===== src/rtl/core/pms_pkg.sv =====
// shared types and codes for the packed monochrome pixel store
package pms_pkg;

    // byte index width before range check: (511/8)*511 + 511 stays below 2**16
    localparam int BIDX_W = 16;

    typedef logic [BIDX_W-1:0] bidx_t;

    typedef enum logic [1:0] {
        ARR_ROW_H  = 2'd0,
        ARR_COL_V  = 2'd1,
        ARR_VCOL_H = 2'd2,
        ARR_PAGE_V = 2'd3
    } arr_t;

    typedef enum logic [1:0] {
        CFG_IMAGE_WIDTH  = 2'd0,
        CFG_IMAGE_HEIGHT = 2'd1,
        CFG_ARRANGEMENT  = 2'd2,
        CFG_MSB_FIRST    = 2'd3
    } cfg_idx_t;

    localparam logic CMD_SET  = 1'b0;
    localparam logic CMD_READ = 1'b1;

    localparam logic [7:0] MASK_MSB = 8'h80;
    localparam logic [7:0] MASK_LSB = 8'h01;

    localparam logic [8:0] RST_IMAGE_WIDTH  = 9'd128;
    localparam logic [8:0] RST_IMAGE_HEIGHT = 9'd64;
    localparam arr_t       RST_ARRANGEMENT  = ARR_PAGE_V;
    localparam logic       RST_MSB_FIRST    = 1'b1;

    typedef enum logic [1:0] {
        ST_CLEAR = 2'b01,
        ST_RUN   = 2'b10
    } state_t;

    // outcome of mapping one coordinate pair
    typedef struct packed {
        logic       stored;
        logic       in_image;
        logic [7:0] mask;
    } loc_t;

endpackage


===== src/rtl/core/pms_rmw.sv =====
// read-modify-write stage with write forwarding and the registered read result
module pms_rmw #(
    parameter int STORE_BYTES = 8192
) (
    input  logic                           clk,
    input  logic                           rst_n,
    input  logic                           valid,
    input  logic                           command,
    input  logic [$clog2(STORE_BYTES)-1:0] addr,
    input  pms_pkg::loc_t                  loc,
    input  logic [7:0]                     rdata,
    output logic                           we,
    output logic [$clog2(STORE_BYTES)-1:0] waddr,
    output logic [7:0]                     wdata,
    output logic                           done,
    output logic                           pixel,
    output logic                           in_range
);

    import pms_pkg::*;

    localparam int AW = $clog2(STORE_BYTES);

    logic          fwd_valid_reg;
    logic [AW-1:0] fwd_addr_reg;
    logic [7:0]    fwd_data_reg;
    logic [7:0]    cur_byte;
    logic          done_reg;
    logic          done_next;
    logic          pixel_reg;
    logic          pixel_next;
    logic          in_range_reg;

    // the ram read was issued in the same cycle as the previous write
    assign cur_byte = (fwd_valid_reg && (fwd_addr_reg == addr)) ? fwd_data_reg : rdata;

    assign we    = valid && (command == CMD_SET) && loc.stored;
    assign waddr = addr;
    assign wdata = cur_byte | loc.mask;

    assign done_next  = valid && (command == CMD_READ);
    assign pixel_next = loc.stored && ((cur_byte & loc.mask) != 8'd0);

    always_ff @(posedge clk or negedge rst_n)
    begin
        if (!rst_n)
        begin
            fwd_valid_reg <= 1'b0;
            done_reg      <= 1'b0;
        end
        else
        begin
            fwd_valid_reg <= we;
            done_reg      <= done_next;
        end
    end

    always_ff @(posedge clk)
    begin
        fwd_addr_reg <= waddr;
        fwd_data_reg <= wdata;
        pixel_reg    <= pixel_next;
        in_range_reg <= loc.in_image;
    end

    assign done     = done_reg;
    assign pixel    = pixel_reg;
    assign in_range = in_range_reg;

endmodule

===== config.mk =====
export PLATFORM = sky130hd
export DESIGN_NAME = pms_rmw
export DESIGN_NICKNAME = d
export VERILOG_FILES = /design/src/rtl/core/pms_pkg.sv /design/src/rtl/core/pms_rmw.sv
export SDC_FILE = /design/constraint.sdc
export NUM_CORES = 1
export LEC_CHECK = 0
export ABC_AREA = 1
export CORE_MARGIN = 2
export CORE_UTILIZATION = 64
export CTS_BUF_LIST = sky130_fd_sc_hd__clkbuf_4
export CTS_CLUSTER_DIAMETER = 40
export DETAILED_ROUTE_END_ITERATION = 12
export DONT_BUFFER_PORTS = 1
export PLACE_DENSITY = 0.8
export RECOVER_POWER = 25
export SKIP_LAST_GASP = 1
export SYNTH_ARGS = -nofsm -noshare
export SYNTH_HDL_FRONTEND = slang
export SYNTH_SLANG_ARGS = --single-unit

===== constraint.sdc =====
create_clock -name clk -period 1.5 [get_ports clk]
set_input_delay 0 -clock clk [delete_from_list [all_inputs] [get_ports clk]]
set_output_delay 0 -clock clk [all_outputs]
set_load 0.02 [all_outputs]

==> impl_results.md <==
* Pin count of the biggest net entering global routing at 15
* Wirelength per Cell at 22.9 um
* Core area at 1960 um2
* Slew Limit Fails at 0
* Share of cells above drive strength 1 at 0.313
* Most numerous cell in the Yosys netlist: nand2_1
* Die X at 49.6 um
* Seq. cell area at 526 um2
* Post-synth EDFFs at 0
* Final Power at 1.44 mW
* Crit end category: output pin
* Synth top area share at 0.346
* First-pass detailed-route iteration total at 7
* CTS tree: built
* Synth Flop Type: dfxtp_1
* DRC viols at 0
* Vias at 1630
* Setup ws final at -0.626 ns
* # IOs at 60
* Worst Setup Start Kind: register
* Worst Path Required at approximately 1.5 ns
* Inserted Diodes at 0
* Largest register FFs at 13
* Worst EP arrival at about 2.1 ns
* Hpwl dp at ~2000 um
* Overall Global Routing Usage at 0.409
* Starting Density at 0.678
* CTS sink cnt at 25
* Max rail drop VDD at 0.671 mV
* Syn nets at 223
* Pleak at 1.04 nW
* Multi-input gate area at between 600 and 700 um2
* PD cells at 766 nW/um2
* Worst-margin pin slew at between 0.5 and 0.6 ns
* DRT iter0 DRCs at 114
* Antenna-violating nets left at 0
* Synthesized instance count at about 190
* Worst reg2reg setup slack at -0.56 ns
* Warnings, synthesis at 0
* Hold WC Path Type: in2out
* Final hold violation count at 0
* Post-synth top cells: nand2_1 (57), inv_1 (34), dfxtp_1 (23), nor2_1 (17), buf_4 (13)
* Nets@finish at 269
* Post-layout util at 0.961
* Failing checks: setup timing
* Final Cycle Share at 1.42
* Initial antenna violation count at 0
* Post-synth top area cell: dfxtp_1
* Final instance area at 1890 um2
* Root Buffer: clkbuf_4
* Placed inst area at ~1300 um2
* Gpl congestion at 0.837
* CTS clk-pin slew, worst paths at 0.15 ns
* Die height at 49.6 um
* Run status: complete, but fails checks
* Syn Area/Cell at 7.07 um2
* IO buf count at 0
* Post-synth ARST share at 0.0800
* Sequential fraction of the synthesis area at 0.384
* Worst-case clock skew at 0.0180 ns
* Grt ovf at 0
* Setup violators final at 17
* Peak Freq at 470 MHz
* First-pass GRT wire length at ~7400 um
* Setup Crit Path Kind: reg2out
* Ranking of synthesized cells by area: dfxtp_1 (35%), nand2_1 (16%), inv_1 (9.6%)
* Area Growth Syn to Fin at 41.8%
* H-tree depth at 1
* Full die area at 2460 um2
* Crit path max fanout at 8
* Skew-Pair Late Insertion Delay at 0.37 ns
* Cell area after synthesis at around 1300 um2
* CTS max path bufs at 2
* Vias in the first global route at ~1600
* Slew headroom at 0.621
* Min Tclk post-route at 2.13 ns
* Drt total wl at slightly below 6000 um
* Drt via density at 6.27
* Hold_ws at 0.0000113 ns
* Netlist cell types at 19
* Synthesis-stage register bit count at 25
* Max cap viols at 0
* Unrepaired setup endpoints after global routing: true
* TritonCTS buffer count at 3
* Fill cells at 47
* Row cnt at 16
worst paths after layout:
kind,from,end,cells after the start
worst max-delay path,fwd_addr_reg[10],wdata[0],10
worst min-delay path,addr[6],waddr[6],0
worst max register to register,fwd_addr_reg[10],pixel,13
worst min register to register,fwd_data_reg[2],fwd_data_reg[2],2
max in group asynchronous,rst_n,fwd_valid_reg,2
min in group asynchronous,rst_n,done,2
per-stage QoR:
step	setup slack (ns)	setup TNS [ns]	std cells
6_report	-0.626	-5.66	260
5_1_grt	-0.607	-5.53	260
4_1_cts	-0.230	-1.73	253
3_5_place_dp	0.0392	0	208
3_3_place_gp	0.0874	0	208
2_1_floorplan	0.178	0	188
cell families (layout without fill, tap and decap cells):
logic type      count (synthesis)  in the layout  synth area share
buf+inv                        48             93             0.172
compound gates                 10             10            0.0555
flops                          25             25             0.384
simple gates                  105            105             0.389
placed cells by master (no fill, tap or decap), types with 3 or more instances in the layout:
master / n
nand2_2: 18
a21o_1: 6
nand3b_1: 7
nor2_1: 11
nor2_2: 7
nand2_1: 46
buf_6: 4
inv_2: 4
dfxtp_2: 12
inv_1: 31
dlygate4sd3_1: 36
dfxtp_1: 11
buf_4: 14
clkbuf_4: 3
nand3_1: 7
where the power goes:
part	internal [mW]	leakage (nW)	switching [mW]
Sequential	0.705	0.220	0.0302
Clock	0.101	0.0177	0.263
Combinational	0.153	0.802	0.193
Total	0.959	1.04	0.486
worst max-delay path: stages (launching register included):
cell	delay, ns
dfxtp_1	0.43
inv_1	0.07
nand2_1	0.13
nand2_1	0.12
nor2_4	0.14
nand2_4	0.08
nor2_8	0.16
nand2_4	0.13
nand2_1	0.18
a21o_1	0.19
buf_6	0.13
area by class of cell:
cell class | count | area share
multi-input combinational | 115 | 0.348
inverter | 35 | 0.0697
timing repair buffer | 54 | 0.271
tap | 27 | 0.0179
clock buffer | 3 | 0.0119
clock inverter | 1 | 0.00265
sequential | 25 | 0.279
repair_timing:
action	4_1_cts	5_1_grt
hold buffers	35	1
pin swaps	21	18
gates resized for setup	14	26
buffers inserted	6	6
endpoints found under the setup margin	8	16
endpoints found under the hold margin	27	1
layer usage:
| layer | wire [um] | GRT usage | vias to the layer above |
|---|---|---|---|
| li1 | - | - | 641 |
| met1 | 1860 | 0.398 | 710 |
| met2 | 2640 | 0.733 | 203 |
| met3 | 790 | 0.0939 | 76 |
| met4 | 658 | 0.324 | 0 |
| met5 | 0 | 0 | - |
Power figures use the tool's default switching activity.
