File: config.mk
export PLATFORM = sky130hd
export DESIGN_NAME = pms_locate
export DESIGN_NICKNAME = d
export VERILOG_FILES = /design/src/rtl/core/pms_pkg.sv /design/src/rtl/core/pms_locate.sv
export SDC_FILE = /design/constraint.sdc
export NUM_CORES = 1
export LEC_CHECK = 0
export ABC_CLOCK_PERIOD_IN_PS = 16200
export BUFFER_PORTS_ARGS = -buffer_cell sky130_fd_sc_hd__buf_2
export CAP_MARGIN = 20
export CORE_ASPECT_RATIO = 1.1
export CORE_MARGIN = 2
export CORE_UTILIZATION = 45
export DETAILED_ROUTE_END_ITERATION = 10
export MAX_ROUTING_LAYER = met4
export PLACE_DENSITY = 0.77
export SYNTH_ARGS = -nofsm -noshare
export SYNTH_HDL_FRONTEND = slang
export SYNTH_SLANG_ARGS = --single-unit
File: constraint.sdc
create_clock -name vclk -period 16.2
set_clock_uncertainty 0.1 [all_clocks]
set_input_delay 0.81 -clock vclk [all_inputs]
set_output_delay 0.81 -clock vclk [all_outputs]
set_load 0.005 [all_outputs]
File: src/rtl/core/pms_pkg.sv
// shared types and codes for the packed monochrome pixel store
package pms_pkg;

    // byte index width before range check: (511/8)*511 + 511 stays below 2**16
    localparam int BIDX_W = 16;

    typedef logic [BIDX_W-1:0] bidx_t;

    typedef enum logic [1:0] {
        ARR_ROW_H  = 2'd0,
        ARR_COL_V  = 2'd1,
        ARR_VCOL_H = 2'd2,
        ARR_PAGE_V = 2'd3
    } arr_t;

    typedef enum logic [1:0] {
        CFG_IMAGE_WIDTH  = 2'd0,
        CFG_IMAGE_HEIGHT = 2'd1,
        CFG_ARRANGEMENT  = 2'd2,
        CFG_MSB_FIRST    = 2'd3
    } cfg_idx_t;

    localparam logic CMD_SET  = 1'b0;
    localparam logic CMD_READ = 1'b1;

    localparam logic [7:0] MASK_MSB = 8'h80;
    localparam logic [7:0] MASK_LSB = 8'h01;

    localparam logic [8:0] RST_IMAGE_WIDTH  = 9'd128;
    localparam logic [8:0] RST_IMAGE_HEIGHT = 9'd64;
    localparam arr_t       RST_ARRANGEMENT  = ARR_PAGE_V;
    localparam logic       RST_MSB_FIRST    = 1'b1;

    typedef enum logic [1:0] {
        ST_CLEAR = 2'b01,
        ST_RUN   = 2'b10
    } state_t;

    // outcome of mapping one coordinate pair
    typedef struct packed {
        logic       stored;
        logic       in_image;
        logic [7:0] mask;
    } loc_t;

endpackage

File: src/rtl/core/pms_locate.sv
// maps a column and row to a byte address and bit mask for the active arrangement
module pms_locate #(
    parameter int STORE_BYTES = 8192
) (
    input  logic [8:0]                     image_width,
    input  logic [8:0]                     image_height,
    input  pms_pkg::arr_t                  arrangement,
    input  logic                           msb_first,
    input  logic [8:0]                     column,
    input  logic [8:0]                     row,
    output logic [$clog2(STORE_BYTES)-1:0] addr,
    output pms_pkg::loc_t                  loc
);

    import pms_pkg::*;

    localparam int AW = $clog2(STORE_BYTES);
    localparam logic [31:0] STORE_LIM = 32'(STORE_BYTES);

    bidx_t      mul_a;
    bidx_t      mul_b;
    bidx_t      add_c;
    bidx_t      idx;
    logic [2:0] pos;
    logic       in_image;

    // one shared multiplier, operands chosen by arrangement
    always_comb
    begin
        case (arrangement)
            ARR_ROW_H:
            begin
                mul_a = {10'd0, image_width[8:3]};
                mul_b = {7'd0, row};
                add_c = {10'd0, column[8:3]};
                pos   = column[2:0];
            end
            ARR_COL_V:
            begin
                mul_a = {10'd0, image_height[8:3]};
                mul_b = {7'd0, column};
                add_c = {10'd0, row[8:3]};
                pos   = row[2:0];
            end
            ARR_VCOL_H:
            begin
                mul_a = {10'd0, column[8:3]};
                mul_b = {7'd0, image_height};
                add_c = {7'd0, row};
                pos   = column[2:0];
            end
            default:
            begin
                mul_a = {10'd0, row[8:3]};
                mul_b = {7'd0, image_width};
                add_c = {7'd0, column};
                pos   = row[2:0];
            end
        endcase
    end

    assign idx      = mul_a * mul_b + add_c;
    assign in_image = (column < image_width) && (row < image_height);
    assign addr     = AW'(idx);

    always_comb
    begin
        loc.in_image = in_image;
        loc.stored   = in_image && ({16'd0, idx} < STORE_LIM);
        loc.mask     = msb_first ? (MASK_MSB >> pos) : (MASK_LSB << pos);
    end

endmodule

==> results of run 1 <==
==> worst max-delay path, cell delays in order <==
cell and delay, ps:
sky130_fd_sc_hd__buf_2 650, sky130_fd_sc_hd__mux2_2 420, sky130_fd_sc_hd__o21ai_0 620, sky130_fd_sc_hd__nor2_1 140, sky130_fd_sc_hd__fa_1 560, sky130_fd_sc_hd__inv_1 40
sky130_fd_sc_hd__fa_1 470, sky130_fd_sc_hd__inv_1 50, sky130_fd_sc_hd__fa_1 530, sky130_fd_sc_hd__inv_1 50, sky130_fd_sc_hd__fa_1 520, sky130_fd_sc_hd__inv_1 40
sky130_fd_sc_hd__ha_1 360, sky130_fd_sc_hd__nand3_1 110, sky130_fd_sc_hd__nand2_1 60, sky130_fd_sc_hd__a41oi_2 280, sky130_fd_sc_hd__o21ai_2 150, sky130_fd_sc_hd__or4_1 500
sky130_fd_sc_hd__a31oi_1 170, sky130_fd_sc_hd__nor4b_2 190, sky130_fd_sc_hd__buf_2 140
==> power breakdown <==
group	leakage (nW)	internal (mW)	switching, mW	total (mW)
clock	0	0	0	0
sequential	0	0	0	0
combinational	1.85	0.221	0.263	0.484
total	1.85	0.221	0.263	0.484
==> cells in the final DEF, fill, tap and decap left out, types with 3 or more instances in the layout <==
master                     synthesis  layout
sky130_fd_sc_hd__buf_2             5      62
sky130_fd_sc_hd__nor2_1           59      59
sky130_fd_sc_hd__ha_1             53      53
sky130_fd_sc_hd__inv_1            52      52
sky130_fd_sc_hd__fa_1             35      35
sky130_fd_sc_hd__nand2_1          27      27
sky130_fd_sc_hd__mux2_2           20      20
sky130_fd_sc_hd__a21oi_1          19      19
sky130_fd_sc_hd__o21ai_0          17      17
sky130_fd_sc_hd__mux2i_1          14      14
sky130_fd_sc_hd__or2_2            10      10
sky130_fd_sc_hd__o211ai_1          9       9
sky130_fd_sc_hd__o22ai_1           8       8
sky130_fd_sc_hd__xnor2_1           6       6
sky130_fd_sc_hd__nand2b_1          6       6
sky130_fd_sc_hd__a211oi_1          4       4
sky130_fd_sc_hd__nand3_1           4       4
sky130_fd_sc_hd__xor2_1            4       4
sky130_fd_sc_hd__nor3_1            3       3
==> per-layer routing <==
metal | GRT usage, % | wire length, µm
met2 | 33.0 | 3780
met4 | 3.28 | 135
met1 | 24.4 | 2830
met5 | - | 0
met3 | 0.800 | 281
==> per-stage QoR <==
| step | hold WS (ps) | power (mW) | cells |
|---|---|---|---|
| detailed placement | 1940 | 0.490 | 522 |
| global route | 1970 | 0.553 | 522 |
| global placement | 1920 | 0.478 | 522 |
| CTS | 1940 | 0.494 | 522 |
| finish | 1950 | 0.484 | 522 |
| floorplan | 1700 | 0.350 | 389 |
==> how the worst max path moves through the flow <==
| stage | depth (start not counted) | slack, ps | startpoint | to |
|---|---|---|---|---|
| global route | 19 | 7910 | arrangement[0] | addr[12] |
| detailed placement | 21 | 8370 | arrangement[0] | loc[9] |
| global placement | 21 | 8510 | arrangement[0] | loc[9] |
| floorplan | 23 | 9190 | arrangement[0] | loc[9] |
| CTS | 21 | 8370 | arrangement[0] | loc[9] |
| finish | 21 | 8390 | arrangement[0] | loc[9] |
==> cell type report <==
class,instances,area share (%)
Tap cell,82,3.00
Multi-Input combinational cell,325,82.1
Inverter,53,5.81
Timing Repair Buffer,62,9.06
==> kinds of logic (layout without fill, tap and decap cells) <==
group | Yosys count | after routing | share of synthesized area, %
multiplexers | 34 | 34 | 11.9
adder cells (fa/ha/maj) | 88 | 88 | 44.5
buffers and inverters | 64 | 115 | 8.17
XOR/XNOR | 10 | 10 | 2.86
AO/OA/AOI/OAI | 72 | 72 | 14.7
AND/OR/NAND/NOR | 121 | 121 | 17.8
==> qor.csv, run 1 <==
stage,metric,value,unit
outcome,status,completed,
finish,n_antenna_cell,0,
grt,globalRouteOverflowTotal,0,
synthesis,post-synth-top-area-cell,sky130_fd_sc_hd__fa_1,
die,die_width,82.6,µm
hold_path,holdCritStartpoint,msb_first,
timing,report.final.setup_viol,0,
synthesis,postSynthAreaPerCell,7.87,µm²
power,power_per_cell_area,141,mW/mm²
die,io_pins,62,
timing,finalHoldViolations,0,
synthesis,yosys.cell_types.count,43,
hold_path,hold_class,in2out,
synthesis,seq_area_frac_synth,0,%
timing,final_min_period_over_clock_period,48.2,%
finish,post-route-util,51.9,%
clock_network,total_of_hold_buffers_inserted_after_clock_tree_synthesis,0,
detailed_routing,final_antenna_net_count,0,
grt,track_usage,19.0,%
placed_design,placed_area,0.00342,mm²
grt,grt_max_degree,44,
timing,fin_setup_tns,0,ps
grt,vias_in_the_first_global_route,2655,
finish,finish.instance_area,0.00342,mm²
hold_path,whs_endpoint,loc[3],
placed_design,dp_hpwl,6240,µm
synthesis,syn_area,0.00306,mm²
timing,rsz_0062_raised_after_global_routing,false,
die,floorplan.initialDensity,46.4,%
synthesis,synth_cells,389,
synthesis,synth_largest_type_area_fraction,22.9,%
setup_path,arrival,6900,ps
timing,tightestPinTransition,866,ps
power,p_leak,1.85,nW
die,fp.dieArea,0.00748,mm²
detailed_routing,totalWireLength,7020,µm
placed_design,gpl.final_weighted_congestion,0.918,
detailed_routing,drt-initial-drc-count,108,
finish,final_layout_size_suffix_gt1_share,22.5,%
synthesis,most_instantiated_library_cell_after_synthesis,sky130_fd_sc_hd__nor2_1,
setup_path,end_kind,primary output,
power,irDropWorstVdd,0.000242,V
flow_run,drv_cap,0,
finish,multiInputGateArea,0.00281,mm²
finish,nFillCells,676,
timing,postLayoutSetupSlackWorst,8390,ps
setup_path,worst_setup_path_start_kind,input port,
detailed_routing,detail_route.vias_per_cell,5.42,
finish,flow.area_growth_from_synthesis,11.8,%
die,num_rows,31,
synthesis,synth_commonest_cells,"59 x sky130_fd_sc_hd__nor2_1, 53 x sky130_fd_sc_hd__ha_1, 52 x sky130_fd_sc_hd__inv_1",
synthesis,synth-warning-count,0,
timing,fmaxAchievable,128,MHz
setup_path,worst-endpoint-required,15290,ps
finish,area.sequential,0,µm²
hold_path,hold_path_depth,4,
clock_network,post_cts.repair.setup_buffers,0,
detailed_routing,vias,2831,
detailed_routing,wl_per_cell,13.5,µm
die,floorplan.core_area,0.00659,mm²
clock_network,cts-resized-gates,0,
die,die_y,90.5,µm
synthesis,synthTopCellsByArea,"sky130_fd_sc_hd__fa_1 23%, sky130_fd_sc_hd__ha_1 22%, sky130_fd_sc_hd__mux2_2 7.4%, sky130_fd_sc_hd__nor2_1 7.2%, sky130_fd_sc_hd__inv_1 6.4%",
grt,grt_first_pass_wirelength,11400,µm
detailed_routing,detail_route.drc_violations,0,
finish,nFlopsAndLatches,0,
grt,antenna_found_initial,0,
timing,time_the_final_worst_path_needs_with_i_o_delays_and_setup,7810,ps
placed_design,numPortBuffers,62,
timing,worst_slew_margin_rel,42.3,%
finish,layout.nets,569,
timing,final_max_slew_viol_count,0,
placed_design,pre_cts_ws,8370,ps
detailed_routing,drt_first_pass_iters,4,
finish,clock_buffers,0,
setup_path,critical_path_class,in2out,
setup_path,worst-path-max-fanout,43,
synthesis,syn_nets,516,
No activity file was read; power rests on OpenSTA's default activity.
==> run 2: changes to the inputs <==
ABC_AREA = 1   (was not set)
ABC_CLOCK_PERIOD_IN_PS = 7200   (was 16200)
clock period = 7.2 ns   (was 16.2 ns; I/O delays follow)
==> qor.csv, run 2 <==
stage,metric,value,unit,change
synthesis,synth_xor_xnor_area_share,2.64,%,was 2.86%
grt,vias_in_the_first_global_route,3197,,was 2655
finish,final_layout_size_suffix_gt1_share,15.7,%,was 22.5%
timing,rsz_0062_raised_after_global_routing,false,,unchanged
timing,time_the_final_worst_path_needs_with_i_o_delays_and_setup,6090,ps,
synthesis,synth_cells,489,,was 389
clock_network,total_of_hold_buffers_inserted_after_clock_tree_synthesis,0,,unchanged
power,p_leak,2.10,nW,was 1.85 nW
timing,final_max_slew_viol_count,0,,unchanged
finish,layout.cells.most_common,sky130_fd_sc_hd__nand2_1,,was sky130_fd_sc_hd__buf_2
synthesis,syn_area,0.00332,mm²,was 0.00306 mm²
synthesis,synthTopCellsByArea,"sky130_fd_sc_hd__fa_1 21%, sky130_fd_sc_hd__ha_1 20%, sky130_fd_sc_hd__nand2_1 11%, sky130_fd_sc_hd__inv_1 10%, sky130_fd_sc_hd__nor2_1 7.2%",,"was sky130_fd_sc_hd__fa_1 23%, sky130_fd_sc_hd__ha_1 22%, sky130_fd_sc_hd__mux2_2 7.4%, sky130_fd_sc_hd__nor2_1 7.2%, sky130_fd_sc_hd__inv_1 6.4%"
detailed_routing,totalWireLength,8400,µm,was 7020 µm
clock_network,cts-resized-gates,0,,unchanged
die,die_width,85.8,µm,was 82.6 µm
flow_run,drv_cap,0,,unchanged
grt,grt_first_pass_wirelength,14200,µm,was 11400 µm
finish,clock_buffers,0,,unchanged
synthesis,synth_commonest_cells,"94 x sky130_fd_sc_hd__nand2_1, 90 x sky130_fd_sc_hd__inv_1, 64 x sky130_fd_sc_hd__nor2_1",,"was 59 x sky130_fd_sc_hd__nor2_1, 53 x sky130_fd_sc_hd__ha_1, 52 x sky130_fd_sc_hd__inv_1"
synthesis,synth_largest_type_area_fraction,21.1,%,was 22.9%
die,floorplan.initialDensity,46.8,%,was 46.4%
timing,report.final.setup_viol,0,,unchanged
outcome,violated_checks,DRC,,
synthesis,syn_nets,616,,was 516
power,report.power.total,0.917,mW,was 0.484 mW
finish,nFlopsAndLatches,0,,unchanged
setup_path,end_kind,primary output,,unchanged
finish,n_antenna_cell,0,,unchanged
placed_design,gpl.final_weighted_congestion,0.930,,was 0.918
finish,stdcell_count,626,,was 522
setup_path,worst-path-max-fanout,20,,was 43
synthesis,post-synth-top-area-cell,sky130_fd_sc_hd__fa_1,,unchanged
timing,fin_setup_tns,0,ps,unchanged
setup_path,path_cells,buf_2 -> inv_2 -> nand2_1 -> o22ai_1 -> a221oi_4 -> nor2_1 -> fa_1 -> inv_1 -> fa_1 -> inv_1 -> fa_1 -> inv_1 -> fa_1 -> inv_1 -> ha_1 -> a21oi_1 -> nand3_1 -> a21oi_1 -> o21bai_1 -> xor2_1 -> buf_2,,was buf_2 -> mux2_2 -> o21ai_0 -> nor2_1 -> fa_1 -> inv_1 -> fa_1 -> inv_1 -> fa_1 -> inv_1 -> fa_1 -> inv_1 -> ha_1 -> nand3_1 -> nand2_1 -> a41oi_2 -> o21ai_2 -> or4_1 -> a31oi_1 -> nor4b_2 -> buf_2
synthesis,synth-compound-area-share,18.7,%,was 14.7%
synthesis,synthAdderAreaFrac,41.1,%,was 44.5%
timing,fmaxAchievable,164,MHz,
detailed_routing,final_antenna_net_count,0,,unchanged
synthesis,synth-warning-count,0,,unchanged
placed_design,numPortBuffers,62,,unchanged
hold_path,hold_class,in2out,,unchanged
placed_design,placedCellCount,626,,was 522
grt,track_usage,21.6,%,was 19.0%
placed_design,dp_hpwl,7290,µm,was 6240 µm
die,floorplan.core_area,0.00709,mm²,was 0.00659 mm²
finish,post-route-util,51.8,%,was 51.9%
setup_path,worst-endpoint-required,6740,ps,was 15290 ps
clock_network,post_cts.repair.setup_buffers,0,,unchanged
setup_path,arrival,5630,ps,was 6900 ps
synthesis,seq_area_frac_synth,0,%,unchanged
synthesis,multiplexer_share_of_the_synthesized_area,0,%,was 11.9%
grt,grt_max_degree,24,,was 44
detailed_routing,vias,3392,,was 2831
power,power_per_cell_area,250,mW/mm²,was 141 mW/mm²
power,irDropWorstVdd,0.000231,V,was 0.000242 V
finish,nFillCells,717,,was 676
finish,flow.area_growth_from_synthesis,10.7,%,was 11.8%
die,io_pins,62,,unchanged
synthesis,post_synth_and_or_nand_nor_area_fraction,24.3,%,was 17.8%
synthesis,postSynthAreaPerCell,6.78,µm²,was 7.87 µm²
die,fp.dieArea,0.00807,mm²,was 0.00748 mm²
detailed_routing,wl_per_cell,13.4,µm,was 13.5 µm
synthesis,combinational_family_with_the_most_area_after_synthesis,adder cells,,unchanged
synthesis,yosys.cell_types.count,36,,was 43
synthesis,most_instantiated_library_cell_after_synthesis,sky130_fd_sc_hd__nand2_1,,was sky130_fd_sc_hd__nor2_1
timing,finalHoldWorstSlack,979,ps,was 1950 ps
detailed_routing,detail_route.drc_violations,6,,was 0
die,die_y,94.0,µm,was 90.5 µm
detailed_routing,drt_first_pass_iters,8,,was 4
finish,area.sequential,0,µm²,unchanged
outcome,status,"finished, violations left",,was completed
grt,antenna_found_initial,0,,unchanged
timing,final_min_period_over_clock_period,84.6,%,
detailed_routing,detail_route.vias_per_cell,5.42,,about the same
setup_path,critical_path_class,in2out,,unchanged
setup_path,max_stage_delay,550,ps,was 650 ps
setup_path,worst_setup_path_start_kind,input port,,unchanged
finish,layout.nets,670,,was 569
timing,worst_slew_margin_rel,55.8,%,was 42.3%
detailed_routing,drt-initial-drc-count,219,,was 108
grt,globalRouteOverflowTotal,0,,unchanged
timing,tightestPinTransition,661,ps,was 866 ps
setup_path,crit_slowest_cell,sky130_fd_sc_hd__fa_1,,was sky130_fd_sc_hd__buf_2
die,num_rows,32,,was 31
timing,finalHoldViolations,0,,unchanged
finish,mostFrequentLayoutCells,"94 x sky130_fd_sc_hd__nand2_1, 90 x sky130_fd_sc_hd__inv_1, 64 x sky130_fd_sc_hd__nor2_1",,"was 62 x sky130_fd_sc_hd__buf_2, 59 x sky130_fd_sc_hd__nor2_1, 53 x sky130_fd_sc_hd__ha_1"
-- run 2: cell families (layout without fill, tap and decap cells) --
kind of cell / after synthesis / after routing
adder cells (fa/ha/maj): 88 / 88
AO/OA/AOI/OAI: 87 / 87
XOR/XNOR: 10 / 10
buffers and inverters: 109 / 161
AND/OR/NAND/NOR: 195 / 195
-- run 2: area by class of cell --
class	instances	area (µm²)	share of cell area (%)
multi-input cells	380	2880	78.4
well taps	85	106	2.90
repair buffers	63	318	8.66
inverters	98	368	10.0
-- run 2: final timing paths --
kind / start / endpoint / slack, ps / depth (start not counted)
max: arrangement[0] / addr[12] / 1110 / 21
min: msb_first / loc[5] / 980 / 3
-- run 2: metal layers --
| metal | GRT usage, % | routed length (µm) |
|---|---|---|
| met5 | - | 0 |
| met4 | 3.44 | 157 |
| met3 | 1.23 | 366 |
| met2 | 38.9 | 4310 |
| met1 | 27.3 | 3560 |
-- run 2: power breakdown --
group / internal (mW) / switching [mW] / total, mW
combinational: 0.390 / 0.527 / 0.917
sequential: 0 / 0 / 0
clock: 0 / 0 / 0
total: 0.390 / 0.527 / 0.917
-- run 2: metrics by stage --
step | worst slack, ps | area [µm²]
floorplan | 2060 | 3320
global placement | 1360 | 3670
detailed placement | 1190 | 3670
CTS | 1180 | 3670
global route | 763 | 3670
finish | 1110 | 3670
-- run 2: critical path, delay by kind of cell --
kind	cells	cell delay (ps)
xor gates and xnor gates	1	140
buffers and inverters	7	640
and+or+nand+nor	3	830
adders and majority gates	5	2420
AOI/OAI and AO/OA	5	1210
==> run 3: changes to the inputs <==
ABC_CLOCK_PERIOD_IN_PS = 5100   (was 7200)
PLACE_DENSITY = 0.79   (was 0.77)
clock period = 5.1 ns   (was 7.2 ns; I/O delays follow)
==> qor.csv, run 3 (same netlist as run 2, synthesis figures left out) <==
stage,metric,value,unit,change
grt,track_usage,24.1,%,was 21.6%
placed_design,numPortBuffers,62,,unchanged
finish,nFlopsAndLatches,0,,unchanged
detailed_routing,drt-initial-drc-count,222,,was 219
die,num_rows,32,,unchanged
detailed_routing,detail_route.drc_violations,6,,unchanged
power,power_per_cell_area,419,mW/mm²,was 250 mW/mm²
outcome,status,"finished, violations left",,unchanged
finish,nFillCells,557,,was 717
setup_path,worst-endpoint-required,4740,ps,was 6740 ps
timing,tightestPinTransition,590,ps,was 661 ps
grt,vias_in_the_first_global_route,3456,,was 3197
die,die_width,85.8,µm,unchanged
placed_design,pre_cts_ws,-211,ps,was 1190 ps
finish,flow.area_growth_from_synthesis,40.9,%,was 10.7%
timing,worst_slew_margin_rel,60.4,%,was 55.8%
placed_design,placed_area,0.00402,mm²,was 0.00367 mm²
die,io_pins,62,,unchanged
die,fp.dieArea,0.00807,mm²,unchanged
setup_path,arrival,4660,ps,was 5630 ps
power,irDropWorstVdd,0.000560,V,was 0.000231 V
timing,finalHoldViolations,0,,unchanged
finish,clock_buffers,0,,unchanged
die,floorplan.initialDensity,46.8,%,unchanged
finish,mostFrequentLayoutCells,"85 x sky130_fd_sc_hd__inv_1, 80 x sky130_fd_sc_hd__nand2_1, 61 x sky130_fd_sc_hd__buf_2",,"was 94 x sky130_fd_sc_hd__nand2_1, 90 x sky130_fd_sc_hd__inv_1, 64 x sky130_fd_sc_hd__nor2_1"
detailed_routing,vias,3797,,was 3392
detailed_routing,wl_per_cell,15.1,µm,was 13.4 µm
timing,finalHoldWorstSlack,777,ps,was 979 ps
finish,area.sequential,0,µm²,unchanged
timing,postLayoutSetupSlackWorst,87.9,ps,was 1110 ps
setup_path,worst_setup_path_start_kind,input port,,unchanged
detailed_routing,drt_first_pass_iters,8,,unchanged
finish,finish.instance_area,0.00467,mm²,was 0.00367 mm²
die,die_y,94.0,µm,unchanged
timing,rsz_0062_raised_after_global_routing,true,,was false
power,p_leak,2.51,nW,was 2.10 nW
placed_design,dp_hpwl,7990,µm,was 7290 µm
timing,final_max_slew_viol_count,0,,unchanged
grt,antenna_found_initial,0,,unchanged
finish,n_antenna_cell,0,,unchanged
finish,multiInputGateArea,0.00328,mm²,was 0.00288 mm²
setup_path,end_kind,primary output,,unchanged
placed_design,placedCellCount,672,,was 626
timing,time_the_final_worst_path_needs_with_i_o_delays_and_setup,5010,ps,
finish,layout.nets,735,,was 670
finish,final_layout_size_suffix_gt1_share,36.6,%,was 15.7%
flow_run,drv_cap,0,,unchanged
hold_path,hold_class,in2out,,unchanged
finish,stdcell_count,691,,was 626
detailed_routing,detail_route.vias_per_cell,5.49,,was 5.42
finish,layout.cells.most_common,sky130_fd_sc_hd__inv_1,,was sky130_fd_sc_hd__nand2_1
die,floorplan.core_area,0.00709,mm²,unchanged
clock_network,total_of_hold_buffers_inserted_after_clock_tree_synthesis,0,,unchanged
timing,final_min_period_over_clock_period,98.3,%,
grt,grt_first_pass_wirelength,15700,µm,was 14200 µm
detailed_routing,totalWireLength,10400,µm,was 8400 µm
timing,fin_setup_tns,0,ps,unchanged
timing,fmaxAchievable,200,MHz,
timing,report.final.setup_viol,0,,unchanged
setup_path,worst-path-max-fanout,9,,was 20
setup_path,critical_path_class,in2out,,unchanged
placed_design,gpl.final_weighted_congestion,0.955,,was 0.930
detailed_routing,final_antenna_net_count,0,,unchanged
grt,grt_max_degree,13,,was 24
outcome,violated_checks,DRC,,unchanged
power,report.power.total,1.96,mW,was 0.917 mW
finish,post-route-util,65.9,%,was 51.8%
grt,globalRouteOverflowTotal,0,,unchanged
[run 3: cell count changes in the layout (fill, tap and decap cells not counted), moves of 6 or more]
| cell | previous run | this run |
|---|---|---|
| sky130_fd_sc_hd__a21oi_2 | 1 | 9 |
| sky130_fd_sc_hd__ha_4 | 0 | 7 |
| sky130_fd_sc_hd__nor2_2 | 0 | 14 |
| sky130_fd_sc_hd__nand2_4 | 0 | 6 |
| sky130_fd_sc_hd__nor2_1 | 64 | 42 |
| sky130_fd_sc_hd__nand2_1 | 94 | 80 |
| sky130_fd_sc_hd__nand2_2 | 1 | 9 |
| sky130_fd_sc_hd__buf_4 | 1 | 50 |
| sky130_fd_sc_hd__a21oi_1 | 24 | 15 |
| sky130_fd_sc_hd__nor2_4 | 1 | 9 |
| sky130_fd_sc_hd__buf_6 | 0 | 12 |
| sky130_fd_sc_hd__ha_1 | 53 | 46 |
[run 3: layout make-up]
type / instances / share of cell area [%]
multi-input cells: 380 / 70.2
repair buffers: 127 / 19.0
inverters: 98 / 8.36
well taps: 85 / 2.28
repair inverters: 1 / 0.187
[run 3: what timing repair did]
item | CTS | global route
setup endpoints to repair | 6 | 8
gates resized for setup | 19 | 112
buffers inserted | 4 | 13
pin swaps | 8 | 48
gates cloned | 0 | 2
[run 3: layer usage]
| metal | vias to the layer above | global-route usage [%] | share of wire, % |
|---|---|---|---|
| met3 | 36 | 1.41 | 6.1 |
| met5 | - | - | 0 |
| li1 | 1818 | - | - |
| met2 | 152 | 41.4 | 50 |
| met1 | 1791 | 31.1 | 41 |
| met4 | 0 | 5.95 | 3.0 |
[run 3: where the power goes]
part,switching [mW],internal [mW]
combinational,1.03,0.926
clock,0,0
sequential,0,0
[run 3: worst max-delay path, cell delays in order]
cell                       delay [ps]
sky130_fd_sc_hd__buf_12           120
sky130_fd_sc_hd__buf_4            160
sky130_fd_sc_hd__o21ai_2          130
sky130_fd_sc_hd__o21ai_2           90
sky130_fd_sc_hd__o22ai_2          210
sky130_fd_sc_hd__buf_4            180
sky130_fd_sc_hd__nor2_4            40
sky130_fd_sc_hd__fa_1             540
sky130_fd_sc_hd__inv_1             50
sky130_fd_sc_hd__fa_1             540
sky130_fd_sc_hd__inv_1             50
sky130_fd_sc_hd__fa_1             500
sky130_fd_sc_hd__inv_2             50
sky130_fd_sc_hd__fa_1             510
sky130_fd_sc_hd__inv_2             40
sky130_fd_sc_hd__ha_4             310
sky130_fd_sc_hd__nand2_4           70
sky130_fd_sc_hd__nor2_2            90
sky130_fd_sc_hd__nand2_1           70
sky130_fd_sc_hd__nand3_2          130
sky130_fd_sc_hd__a21oi_4           70
sky130_fd_sc_hd__o21bai_1         170
sky130_fd_sc_hd__xor2_1           160
sky130_fd_sc_hd__buf_2            130
[run 3: final timing paths]
path	start	endpoint	slack [ps]	cells past startpoint
setup / recovery	arrangement[0]	addr[12]	90	24
hold / removal	msb_first	loc[0]	780	3
